### config.mk
export PLATFORM = sky130hd
export DESIGN_NAME = reversible_deque_top
export DESIGN_NICKNAME = d
export VERILOG_FILES = /design/src/rtl/rvdq_pkg.sv /design/src/rtl/rvdq_store.sv /design/src/rtl/reversible_deque_top.sv
export SDC_FILE = /design/constraint.sdc
export NUM_CORES = 1
export LEC_CHECK = 0
export BUFFER_PORTS_ARGS = -buffer_cell sky130_fd_sc_hd__buf_2
export CORE_ASPECT_RATIO = 1.75
export CORE_MARGIN = 4
export CORE_UTILIZATION = 25
export DETAILED_ROUTE_END_ITERATION = 8
export GPL_TIMING_DRIVEN = 0
export PLACE_DENSITY_LB_ADDON = 0.12
export SLEW_MARGIN = 10
export SYNTH_ARGS = -nofsm -noshare
export SYNTH_HDL_FRONTEND = slang
export SYNTH_SLANG_ARGS = --single-unit
export TNS_END_PERCENT = 5
### constraint.sdc
create_clock -name clk -period 4.9 [get_ports clk]
set_clock_uncertainty 0.05 [all_clocks]
set_input_delay 0.98 -clock clk [delete_from_list [all_inputs] [get_ports clk]]
set_output_delay 0.98 -clock clk [all_outputs]
set_load 0.02 [all_outputs]
### src/rtl/rvdq_pkg.sv
`default_nettype none
package rvdq_pkg;

  localparam int DATA_W  = 32;
  localparam int CMD_W   = 3;
  localparam int COUNT_W = 5;
  localparam int STAT_W  = 2;

  // command codes, codes above CMD_PEEK act as a peek
  localparam logic [CMD_W-1:0] CMD_PUSH_BACK  = 3'd0;
  localparam logic [CMD_W-1:0] CMD_PUSH_FRONT = 3'd1;
  localparam logic [CMD_W-1:0] CMD_POP_BACK   = 3'd2;
  localparam logic [CMD_W-1:0] CMD_POP_FRONT  = 3'd3;
  localparam logic [CMD_W-1:0] CMD_REVERSE    = 3'd4;
  localparam logic [CMD_W-1:0] CMD_PEEK       = 3'd5;

  localparam logic [STAT_W-1:0] STAT_OK        = 2'd0;
  localparam logic [STAT_W-1:0] STAT_POP_EMPTY = 2'd1;
  localparam logic [STAT_W-1:0] STAT_PUSH_FULL = 2'd2;

  localparam logic [DATA_W-1:0] EMPTY_WORD = {DATA_W{1'b1}};

  typedef logic [DATA_W-1:0] word_t;

endpackage
`default_nettype wire

### src/rtl/rvdq_store.sv
`default_nettype none
module rvdq_store import rvdq_pkg::*; #(
  parameter int DEPTH = 16,
  parameter int IDX_W = 4
) (
  input  wire logic             clk,
  input  wire logic             we,
  input  wire logic [IDX_W-1:0] waddr,
  input  wire word_t            wdata,
  input  wire logic [IDX_W-1:0] raddr_a,
  input  wire logic [IDX_W-1:0] raddr_b,
  output word_t                 rdata_a,
  output word_t                 rdata_b
);

  word_t mem [DEPTH];

  // one write port, two registered read ports
  always_ff @(posedge clk) begin
    if (we) begin
      mem[waddr] <= wdata;
    end
    rdata_a <= mem[raddr_a];
    rdata_b <= mem[raddr_b];
  end

endmodule
`default_nettype wire

### src/rtl/reversible_deque_top.sv
`default_nettype none
// channel   direction  handshake            payload
// command   in         start, busy          cmd[2:0], value[31:0] signed
// result    out        done (1-cycle beat)  front_value, back_value, count, status
//
// a command runs through the exec state (update pointers and write the store), the
// read state (read both ends from the store) and the resp state (result on the ports);
// a new command can be taken in the resp state, but not while exec or read is busy
// rst is synchronous and clears pointers, count and reversal; the store is not cleared
// the receiver cannot stall: each result beat shows for exactly one cycle
module reversible_deque_top import rvdq_pkg::*; #(
  parameter int DEPTH = 16
) (
  input  wire logic                     clk,
  input  wire logic                     rst,
  input  wire logic                     start,
  input  wire logic [CMD_W-1:0]         cmd,
  input  wire logic signed [DATA_W-1:0] value,
  output logic                          busy,
  output logic                          done,
  output logic signed [DATA_W-1:0]      front_value,
  output logic signed [DATA_W-1:0]      back_value,
  output logic [COUNT_W-1:0]            count,
  output logic [STAT_W-1:0]             status
);

  localparam int IDX_W = (DEPTH > 1) ? $clog2(DEPTH) : 1;
  localparam int OCC_W = $clog2(DEPTH + 1);
  localparam int SUM_W = ((IDX_W > OCC_W) ? IDX_W : OCC_W) + 1;

  localparam logic [1:0] S_IDLE = 2'd0;
  localparam logic [1:0] S_EXEC = 2'd1;
  localparam logic [1:0] S_READ = 2'd2;
  localparam logic [1:0] S_RESP = 2'd3;

  logic [1:0]        state, state_next;
  logic [IDX_W-1:0]  first, first_next;
  logic [OCC_W-1:0]  occ, occ_next;
  logic              rev, rev_next;
  logic [CMD_W-1:0]  cmd_q;
  word_t             value_q;
  logic [STAT_W-1:0] stat_q, stat_next;

  logic              we;
  logic [IDX_W-1:0]  waddr;
  logic [IDX_W-1:0]  raddr_a, raddr_b;
  word_t             rdata_a, rdata_b;
  word_t             head_v, tail_v;
  logic              accept, full, empty;

  function automatic logic [IDX_W-1:0] slot_at(logic [IDX_W-1:0] base,
                                               logic [OCC_W-1:0] off);
    logic [SUM_W-1:0] s;
    s = SUM_W'(base) + SUM_W'(off);
    if (s >= SUM_W'(DEPTH)) begin
      s = s - SUM_W'(DEPTH);
    end
    return s[IDX_W-1:0];
  endfunction

  function automatic logic [IDX_W-1:0] slot_prev(logic [IDX_W-1:0] s);
    return (s == '0) ? IDX_W'(DEPTH - 1) : s - IDX_W'(1);
  endfunction

  function automatic logic [IDX_W-1:0] slot_next(logic [IDX_W-1:0] s);
    return (s == IDX_W'(DEPTH - 1)) ? '0 : s + IDX_W'(1);
  endfunction

  assign busy   = (state == S_EXEC) || (state == S_READ);
  assign accept = start && !busy;
  assign full   = (occ == OCC_W'(DEPTH));
  assign empty  = (occ == '0);

  // pointer update and store write, used in the exec cycle
  always_comb begin
    first_next = first;
    occ_next   = occ;
    rev_next   = rev;
    stat_next  = STAT_OK;
    we         = 1'b0;
    waddr      = slot_at(first, occ);
    unique case (cmd_q)
      CMD_PUSH_BACK, CMD_PUSH_FRONT: begin
        if (full) begin
          stat_next = STAT_PUSH_FULL;
        end else begin
          we       = 1'b1;
          occ_next = occ + OCC_W'(1);
          // push front on a plain queue or push back on a reversed one
          if ((cmd_q == CMD_PUSH_FRONT) != rev) begin
            first_next = slot_prev(first);
            waddr      = slot_prev(first);
          end
        end
      end
      CMD_POP_BACK, CMD_POP_FRONT: begin
        if (empty) begin
          stat_next = STAT_POP_EMPTY;
        end else begin
          occ_next = occ - OCC_W'(1);
          if (occ == OCC_W'(1)) begin
            first_next = '0;
          end else if ((cmd_q == CMD_POP_FRONT) != rev) begin
            first_next = slot_next(first);
          end
        end
      end
      CMD_REVERSE: begin
        rev_next = !rev;
      end
      default: begin
      end
    endcase
  end

  assign raddr_a = first;
  assign raddr_b = slot_at(first, empty ? '0 : occ - OCC_W'(1));

  rvdq_store #(
    .DEPTH (DEPTH),
    .IDX_W (IDX_W)
  ) u_store (
    .clk     (clk),
    .we      (we && (state == S_EXEC)),
    .waddr   (waddr),
    .wdata   (value_q),
    .raddr_a (raddr_a),
    .raddr_b (raddr_b),
    .rdata_a (rdata_a),
    .rdata_b (rdata_b)
  );

  always_comb begin
    unique case (state)
      S_IDLE:  state_next = accept ? S_EXEC : S_IDLE;
      S_EXEC:  state_next = S_READ;
      S_READ:  state_next = S_RESP;
      S_RESP:  state_next = accept ? S_EXEC : S_IDLE;
      default: state_next = S_IDLE;
    endcase
  end

  always_ff @(posedge clk) begin
    if (rst) begin
      state <= S_IDLE;
      first <= '0;
      occ   <= '0;
      rev   <= 1'b0;
    end else begin
      state <= state_next;
      if (state == S_EXEC) begin
        first <= first_next;
        occ   <= occ_next;
        rev   <= rev_next;
      end
    end
  end

  always_ff @(posedge clk) begin
    if (accept) begin
      cmd_q   <= cmd;
      value_q <= value;
    end
    if (state == S_EXEC) begin
      stat_q <= stat_next;
    end
  end

  assign head_v      = empty ? EMPTY_WORD : rdata_a;
  assign tail_v      = empty ? EMPTY_WORD : rdata_b;
  assign done        = (state == S_RESP);
  assign front_value = rev ? tail_v : head_v;
  assign back_value  = rev ? head_v : tail_v;
  assign count       = COUNT_W'(occ);
  assign status      = stat_q;

  a_occ_bound: assert property (@(posedge clk) disable iff (rst)
    occ <= OCC_W'(DEPTH))
    else $error("occupancy above depth");

  a_accept_busy: assert property (@(posedge clk) disable iff (rst)
    accept |=> busy && !done)
    else $error("accepted command did not start");

  a_one_beat: assert property (@(posedge clk) disable iff (rst)
    done |=> !done)
    else $error("result beat longer than one cycle");

  a_full_flag: assert property (@(posedge clk) disable iff (rst)
    done && (status == STAT_PUSH_FULL) |-> occ == OCC_W'(DEPTH))
    else $error("push dropped while not full");

  a_empty_words: assert property (@(posedge clk) disable iff (rst)
    done && empty |-> (front_value == EMPTY_WORD) && (back_value == EMPTY_WORD))
    else $error("empty queue shows data");

endmodule
`default_nettype wire

* Yosys cells after proc, flatten, opt, wreduce, memory -nomap -nowiden
Memories as Yosys holds them, arrays and structs flattened. A register that Yosys moved wholly into a read port is not among the register bits.
Cells that the tools add are included.
** Storage, ports and cells
- Latch bits :: 0
- Output and inout bits :: 73
- Register bits after elaboration :: 49
- Input port bits :: 38
- Memories kept :: 1
- ROM bits :: 0
- RAM bits :: 512
** Memory list
- u_store.mem :: depth 16, bits a word 32, rd ports 2, clocked after memory_dff 2, write ports 1, line rvdq_store.sv:16 : word_t mem [DEPTH];
** Cells by class
- Div/mod/pow operators :: 0
- Equal/unequal tests :: 16
- $lt $le $gt $ge :: 2
- Bitwise logic cells :: 0
- Reduce and logical (&&, ||, !) cells :: 16
- Shift-type cells :: 0
- Multipliers :: 0
- Mux-type cells :: 30
- Add/sub/neg operators :: 8
** Operators with widths (count)
- 2-to-1 mux 32 bit :: 4
- 2-to-1 mux 4 bit :: 12
- 2-to-1 mux 5 bit :: 3
- adder 4 x 5 -> 6 bit :: 2
- greater-or-equal comparator 6 x 5 -> 1 bit (second input constant) :: 2
- subtractor 4 x 1 -> 4 bit (second input constant) :: 3
- case mux 5 bit (2 select lines) :: 1
- case mux 4 bit (2 select lines) :: 1
- == test 3 x 2 -> 1 bit (second input constant) :: 2
- 2-to-1 mux 1 bit :: 6
- != test 2 bit (second input constant) :: 3
- case mux 2 bit (3 select lines) :: 1
- AND reduction 6 bit :: 1
- OR reduction 2 bit :: 3
- adder 5 x 1 -> 5 bit (second input constant) :: 1
- == test 5 x 1 -> 1 bit (second input constant) :: 1
- == test 5 bit (second input constant) :: 1
- zero test 5 bit :: 1
- subtractor 5 x 1 -> 5 bit (second input constant) :: 1
- adder 4 x 1 -> 4 bit (second input constant) :: 1
- == test 2 bit (second input constant) :: 2
- == test 4 bit (second input constant) :: 1
- zero test 4 bit :: 1
- case mux 2 bit (2 select lines) :: 1
- other kinds (14) :: 17

* Logic depth before layout (Yosys ltp)
Gate-level depths: netlist of the first run.
- Depth in word-level cells :: 6
- Gate-level depth with buffers :: 14

* By module
A second synthesis of the first run with hierarchy kept.
** Unflattened totals
- Cells, all modules :: 1465
- Area total of the unflattened synthesis :: 27503.9 µm²
** By module, submodules not included
- rvdq_store :: sequential area each 16656.0 µm², instances 1, cells each 1141, area each 24188.2 µm²
- reversible_deque_top :: sequential area each 1351.3 µm², instances 1, cells each 324, area each 3315.7 µm²

* Least setup slack after synthesis of the first run
Ideal clock, no wire load.
- Path kind :: register -> register
- From :: register first[1]
- To :: memory u_store.mem[4][0] (netlist name), enable pin
- Setup slack :: -0.029 ns
- Data arrival time :: 4.412 ns
- Stages on the path, launching flop included :: 10
- Period minus slack after synthesis :: 4.929 ns
- Buffers on the path :: 2
- Library setup time :: 0.468 ns
- Path through :: dfxtp_1 clkbuf_1 inv_1 clkbuf_1 fa_1 xnor2_1 nand2_1 mux2i_1 inv_1 nor3b_1
** On the way
- Word-level cells in the longest chain between the ends :: 6
** RTL lines
- from (decl) :: line reversible_deque_top.sv:37 : logic [IDX_W-1:0] first, first_next;
- from (signal assigned) :: line reversible_deque_top.sv:152 : first <= first_next;
- adder 4 x 5 -> 6 bit :: line reversible_deque_top.sv:54 : s = SUM_W'(base) + SUM_W'(off);
- greater-or-equal comparator 6 x 5 -> 1 bit or subtractor 4 x 1 -> 4 bit (tied branches) :: line reversible_deque_top.sv:55, reversible_deque_top.sv:56
- 2-to-1 mux 4 bit :: line reversible_deque_top.sv:55 : if (s >= SUM_W'(DEPTH)) begin
- 2-to-1 mux 4 bit :: line reversible_deque_top.sv:90 : if ((cmd_q == CMD_PUSH_FRONT) != rev) begin
- 2-to-1 mux 4 bit :: line reversible_deque_top.sv:84 : if (full) begin
- 2-to-1 mux 4 bit * :: line reversible_deque_top.sv:82 : unique case (cmd_q)
- to (decl) :: line rvdq_store.sv:16
Mark *: on every way between the ends. The rest lies on a longest branch, timed or not.

* Worst setup path in the final report of the first run
- From :: register occ[1] (netlist: count[1])
- To :: register u_store.rdata_b[10] (read register of u_store.mem)
** On the way
- Word-level cells in the longest chain between the ends :: 5
** RTL lines
- from (decl) :: line reversible_deque_top.sv:38 : logic [OCC_W-1:0] occ, occ_next;
- from (signal assigned) :: line reversible_deque_top.sv:153 : occ <= occ_next;
- subtractor 5 x 1 -> 5 bit or zero test 5 bit (tied branches) :: line reversible_deque_top.sv:117, reversible_deque_top.sv:72
- 2-to-1 mux 5 bit * :: line reversible_deque_top.sv:117 : assign raddr_b = slot_at(first, empty ? '0 : occ - OCC_W'(1));
- adder 4 x 5 -> 6 bit * :: line reversible_deque_top.sv:54
- greater-or-equal comparator 6 x 5 -> 1 bit or subtractor 4 x 1 -> 4 bit (tied branches) :: line reversible_deque_top.sv:55, reversible_deque_top.sv:56
- 2-to-1 mux 4 bit * :: line reversible_deque_top.sv:55
- to (decl) :: line rvdq_store.sv:13 : output word_t rdata_b
Marked as above.
A chain may end at the register's enable or synchronous reset.

==> results of run 1 <==
[registers in the layout, summed over array words and instances (netlist names)]
register         flops
status               2
u_store.rdata_b     32
u_store.rdata_a     32
u_store.mem        512
cmd_q                3
count                5
first                4
rev                  1
value_q             32
state                2
[layer usage]
layer,wire [um],track usage,up-vias,part of all wire
met5,0,0,-,0
met4,5190,0.0798,0,0.047
met3,4500,0.0235,205,0.041
met2,60800,0.342,672,0.55
met1,39600,0.195,9431,0.36
li1,-,-,7354,-
[cell families after synthesis]
family,synth area share
simple gates,0.0466
fa+ha+maj,0.00795
buf+inv,0.0223
compound gates,0.0648
xor+xnor,0.00515
flops,0.629
mux,0.225
[layout make-up]
| class | instances | area, um2 |
|---|---|---|
| repair buffers | 145 | 1180 |
| multi-input cells | 893 | 10100 |
| diodes | 1 | 2.50 |
| clock inverters | 22 | 189 |
| fillers | 11395 | 80000 |
| flip-flops and latches | 625 | 18000 |
| clock buffers | 98 | 1990 |
| well taps | 1494 | 1870 |
| plain buffers | 134 | 639 |
| inverters | 12 | 48.8 |
[power by group]
group | internal, W | leakage [nW] | switching (W) | total (W)
combinational | 0.00174 | 3.67 | 0.00295 | 0.00469
sequential | 0.00632 | 5.59 | 0.000379 | 0.00670
clock | 0.00297 | 1.07 | 0.00223 | 0.00520
total | 0.0110 | 10.3 | 0.00556 | 0.0166
[cells in the mapped netlist, drive strengths merged (2+ instances only)]
master  count
fa          2
inv        11
a31oi      37
and2       33
nor3b       5
or2         3
nor2b       3
mux4      256
ha         15
edfxtp    549
o21ai      37
o22ai      97
nand4       2
nand2b      4
nor2       28
a211oi     36
buf        65
xnor2      13
nand2     141
o221ai     32
a21oi      11
nand3       4
nor3        5
a221oi      2
clkbuf     70
xor2        3
and3b       4
or3        34
mux2i      66
o31ai       2
and3        6
dfxtp      76
[through the flow]
step,instance area (um2),total power [W]
2_1_floorplan,28700,0.00952
3_3_place_gp,31100,0.0115
3_5_place_dp,31800,0.0115
4_1_cts,34000,0.0168
5_1_grt,34000,0.0173
6_report,34000,0.0166
[worst reg2reg max path: cells and delay by family (launching register included)]
family,cells,cell delay [ns]
buffers and inverters,4,1.48
AOI/OAI and AO/OA,3,1.08
adders and majority gates,3,0.87
and+or+nand+nor,3,0.84
DFF,1,0.39
[worst min-delay path by stage]
stage / to / start
after global placement: state[1] / state[1]
after global routing: value_q[2] / value[2]
after detailed placement: state[1] / state[1]
after CTS: value_q[17] / value[17]
after floorplan: state[1] / state[1]
final: value_q[2] / value[2]
[repair_timing]
item | 4_1_cts | 5_1_grt
setup endpoints to repair | 538 | 50
gates resized for setup | 26 | 18
buffers inserted | 2 | 0
==> impl_metrics.json, run 1 <==
{
  "drive_gt1_frac": 0.324,
  "drtAntennaViolNets": 0,
  "clock_latency_ns": 0.66,
  "hpwl_um": 75400,
  "clkSinkCount": 625,
  "grt_start_max_net_pins": 33,
  "ys_seq_elements": 625,
  "reg2reg_slack_ns": 0.08,
  "cp_top_family": "buffers and inverters",
  "synth_flop_cell": "edfxtp_1",
  "arrival_ns": 5.31,
  "yosysTopAreaCell": "edfxtp_1",
  "worstMarginPinSlew_ns": 1.38,
  "end_kind": "flip-flop",
  "final_nets": 1932,
  "via_count": 17662,
  "dp_slack_ns": -0.821,
  "hold_violations": 0,
  "peakVddDrop_mv": 0.270,
  "yosysWarnings": 0,
  "hold_path_class": "in2reg",
  "grt_overflow": 0,
  "fmax_mhz": 207,
  "htree_levels": 3,
  "final_common_cell": "edfxtp_1",
  "drc": 0,
  "grt_pass1_vias": 19031,
  "final_core_util": 0.298,
  "wl_um": 110000,
  "io_buffer_count": 110,
  "worstPathMaxFanout": 10,
  "gp_congestion": 0.794,
  "rsz0062_at_grt": "true",
  "path_class": "reg2reg",
  "coreArea_mm2": 0.114,
  "power_density_mw_per_mm2": 487,
  "post-route-min-period_ns": 4.82,
  "cts.path.max_buffers": 3,
  "layout_common_cells": "549 x edfxtp_1, 256 x mux4_2, 156 x buf_2",
  "finalSetupViolations": 0,
  "final_cells": 3424,
  "synth-edff-count": 549,
  "fin_crit_sh": 0.984,
  "crit_chain": "inv_1, ha_1, or3b_2, nor2_1, nor2_1, ha_1, fa_1, buf_2, a31oi_4, buf_2, clkbuf_1, o221ai_1, o21ai_2",
  "netlist_area_mm2": 0.0286,
  "async_flop_share": 0,
  "start_util": 0.251,
  "worstSetupPathDepth": 13,
  "p_leak_nw": 10.3,
  "drt-initial-drc-count": 1566,
  "r2r-start": "count[1]",
  "crit_start": "count[1]",
  "maxCapViolations": 0,
  "io_pins": 111,
  "num_rows": 164,
  "syn_nets": 1720,
  "drtPass1Iterations": 6,
  "fin_ws_ns": 0.0768,
  "slew_violations": 0,
  "crit_required_ns": 5.39,
  "hold_ws_ns": 0.450,
  "grt_usage": 0.179,
  "clock-root-buffer": "clkbuf_16",
  "synth.top_cell.area_share": 0.575,
  "cp-start-kind": "flip-flop",
  "slowest_delay_ns": 0.62,
  "slew-limit-headroom": 0.0818,
  "status": "complete, no violations",
  "die_w_um": 264,
  "syn_avg_cell_area_um2": 17.2,
  "path_clk_slew_ns": 0.07,
  "die_area_mm2": 0.120,
  "worstReg2RegEnd": "u_store.rdata_b[10]",
  "yosysSeqAreaShare": 0.629,
  "grt_antenna_before_repair": 2,
  "cts_tree": "built",
  "synth_area_leaders": "edfxtp_1 58%, mux4_2 20%, dfxtp_1 5.3%",
  "crit_path_end": "u_store.rdata_b[10]",
  "syn2layout_area_growth_pct": 18.8,
  "synth_cell_types": 58,
  "worst_path_max_delay_cell": "clkbuf_1",
  "synthCells": 1665,
  "cts_buffers": 66,
  "r2r_cells": 13,
  "tns_ns": 0,
  "viasPerCell": 5.16,
  "die_y_um": 456,
  "grt_pass1_wl_um": 151000,
  "hold_buffers": 0,
  "cp_num_buf_inv": 4,
  "wl_per_cell_um": 32.2,
  "dp.cells": 3302,
  "hold_depth": 1
}
(Power assumes the default switching activity.)
==> run 2, diff against run 1 <==
--- a/config.mk
+++ b/config.mk
@@ -13,3 +13,3 @@
 export GPL_TIMING_DRIVEN = 0
-export PLACE_DENSITY_LB_ADDON = 0.12
+export PLACE_DENSITY = 0.51
 export SLEW_MARGIN = 10
--- a/constraint.sdc
+++ b/constraint.sdc
@@ -4,2 +4,2 @@
 set_output_delay 0.98 -clock clk [all_outputs]
-set_load 0.02 [all_outputs]
+set_load 0.01 [all_outputs]
==> run 2 against run 1 <==
  * The flow now finishes with violations (negative setup slack)
  * Die area stayed put
  * Wire length is 9.8% lower
  * Fmax is 1.7% lower
  * Final area is 1.2% lower
  * Flip-flop and latch count stayed put
  * Sequential power hardly changed
  * Critical path depth is 1 higher
  * Count of clock-buffer cells in the layout is 17 lower
  * Via count is 0.30% higher
  * Register-to-register slack worse by 0.08 ns
  * Sequential share of layout area is 0.63 points higher
  * Worst hold slack better by 0.028 ns
==> impl_metrics.json, run 2 (synthesis results as in run 1) <==
{
  "status": "finished with violations",
  "violations": "negative setup slack",
  "drtAntennaViolNets": 0,
  "maxCapViolations": 0,
  "via_count": 17715,
  "grt_pass1_wl_um": 139000,
  "cp-start-kind": "flip-flop",
  "fill_cells": 11383,
  "die_y_um": 456,
  "arrival_ns": 5.38,
  "power_density_mw_per_mm2": 467,
  "drive_gt1_frac": 0.316,
  "hpwl_um": 71200,
  "final_core_util": 0.295,
  "hold_violations": 0,
  "cts_buffers": 56,
  "syn2layout_area_growth_pct": 17.4,
  "drtPass1Iterations": 6,
  "rsz0062_at_grt": "true",
  "met2_usage": 0.301,
  "htree_levels": 2,
  "worstMarginPinSlew_ns": 1.26,
  "io_pins": 111,
  "grt_pass1_vias": 18849,
  "hold_path_class": "in2reg",
  "use_met1": 0.170,
  "reg2reg_slack_ns": -0.007,
  "fin_ws_ns": -0.00684,
  "largest_reg_flops": 512,
  "path_class": "reg2reg",
  "final_common_cell": "edfxtp_1",
  "slew_violations": 0,
  "grt_start_max_net_pins": 28,
  "wl_um": 99300,
  "fmax_mhz": 204,
  "p_leak_nw": 10.1,
  "start_util": 0.251,
  "gp_congestion": 0.841,
  "grt_usage": 0.159,
  "slew-limit-headroom": 0.158,
  "num_rows": 164,
  "worstPathMaxFanout": 10,
  "finalSetupViolations": 1,
  "drt-initial-drc-count": 1595,
  "cts_tree": "built",
  "hold_buffers": 0,
  "coreArea_mm2": 0.114,
  "totalPowerFinal_w": 0.0157,
  "fin_crit_sh": 1.00,
  "wl_per_cell_um": 29.1,
  "clkSinkCount": 625,
  "grt_antenna_before_repair": 11,
  "gr-max-usage-layer": "met2",
  "hold_ws_ns": 0.477,
  "final_nets": 1921,
  "io_buffer_count": 110,
  "path_clk_slew_ns": 0.07,
  "use_met3": 0.0220,
  "regMostFlops": "u_store.mem",
  "crit_required_ns": 5.38,
  "grt_overflow": 0,
  "cts.path.max_buffers": 3,
  "post-route-min-period_ns": 4.91,
  "viasPerCell": 5.19,
  "clock_latency_ns": 0.63,
  "die_w_um": 264,
  "peakVddDrop_mv": 0.250,
  "die_area_mm2": 0.120,
  "layout_common_cells": "549 x edfxtp_1, 256 x mux4_2, 155 x buf_2",
  "clock-root-buffer": "clkbuf_16",
  "drc": 0,
  "end_kind": "flip-flop"
}
==> run 2: cell count changes in the layout (fill, tap and decap cells not counted), moves of 7 or more <==
cell	before	now
clkbuf_16	71	60
clkbuf_1	66	76
diode_2	1	8
clkinv_1	9	2
clkbuf_2	18	8
buf_12	3	15
buf_16	15	4
==> run 2: worst paths after layout <==
path,from,end,cells past startpoint
max,count[1],u_store.rdata_b[26],14
min,value[4],value_q[4],1
max reg2reg,count[1],u_store.rdata_b[26],14
min reg2reg,state[1],state[1],2
==> run 2: where the power goes <==
part | internal, W | total (W) | switching [W]
clock network | 0.00254 | 0.00461 | 0.00207
logic | 0.00172 | 0.00443 | 0.00270
registers | 0.00632 | 0.00668 | 0.000362
total | 0.0106 | 0.0157 | 0.00514
==> run 2: final cells by class <==
cell class / count / area (um2) / area share
plain buffers: 134 / 599 / 0.0178
well taps: 1494 / 1870 / 0.0556
repair buffers: 144 / 1110 / 0.0331
diodes: 8 / 20.0 / 0.000595
clock inverters: 25 / 231 / 0.00688
clock buffers: 81 / 1670 / 0.0496
flip-flops and latches: 625 / 18000 / 0.535
multi-input cells: 893 / 10100 / 0.300
inverters: 12 / 48.8 / 0.00145
==> run 2: through the flow <==
step                worst slack, ns  cells  setup TNS [ns]  instance area [um2]
floorplan                  -0.00410   1665          -0.262                28700
global placement              -5.76   3269        -1256.43                31100
detailed placement           -0.672   3301          -83.36                31700
CTS                          -0.166   3408          -0.648                33600
global route                 -0.202   3410           -2.84                33600
finish                     -0.00684   3416        -0.00684                33600
==> run 2: timing repair <==
| action | CTS | global route |
|---|---|---|
| setup endpoints to repair | 429 | 41 |
| setup buffers | 2 | 0 |
| gates resized for setup | 6 | 5 |
==> run 2: critical path, stage by stage (launching register included) <==
cell and delay, ns:
dfxtp_1 0.39, inv_1 0.20, ha_1 0.26, or3b_2 0.53, nor2_1 0.18, nor2_1 0.07, ha_1 0.24, fa_1 0.40
buf_2 0.18, and3b_1 0.22, a31oi_4 0.59, buf_4 0.35, clkbuf_1 0.66, o22ai_1 0.19, o21ai_1 0.28
==> run 2: metal layers <==
metal	vias to the layer above	part of all wire
met3	272	0.059
met4	6	0.059
li1	7335	-
met5	-	0.00041
met1	9185	0.34
met2	917	0.54
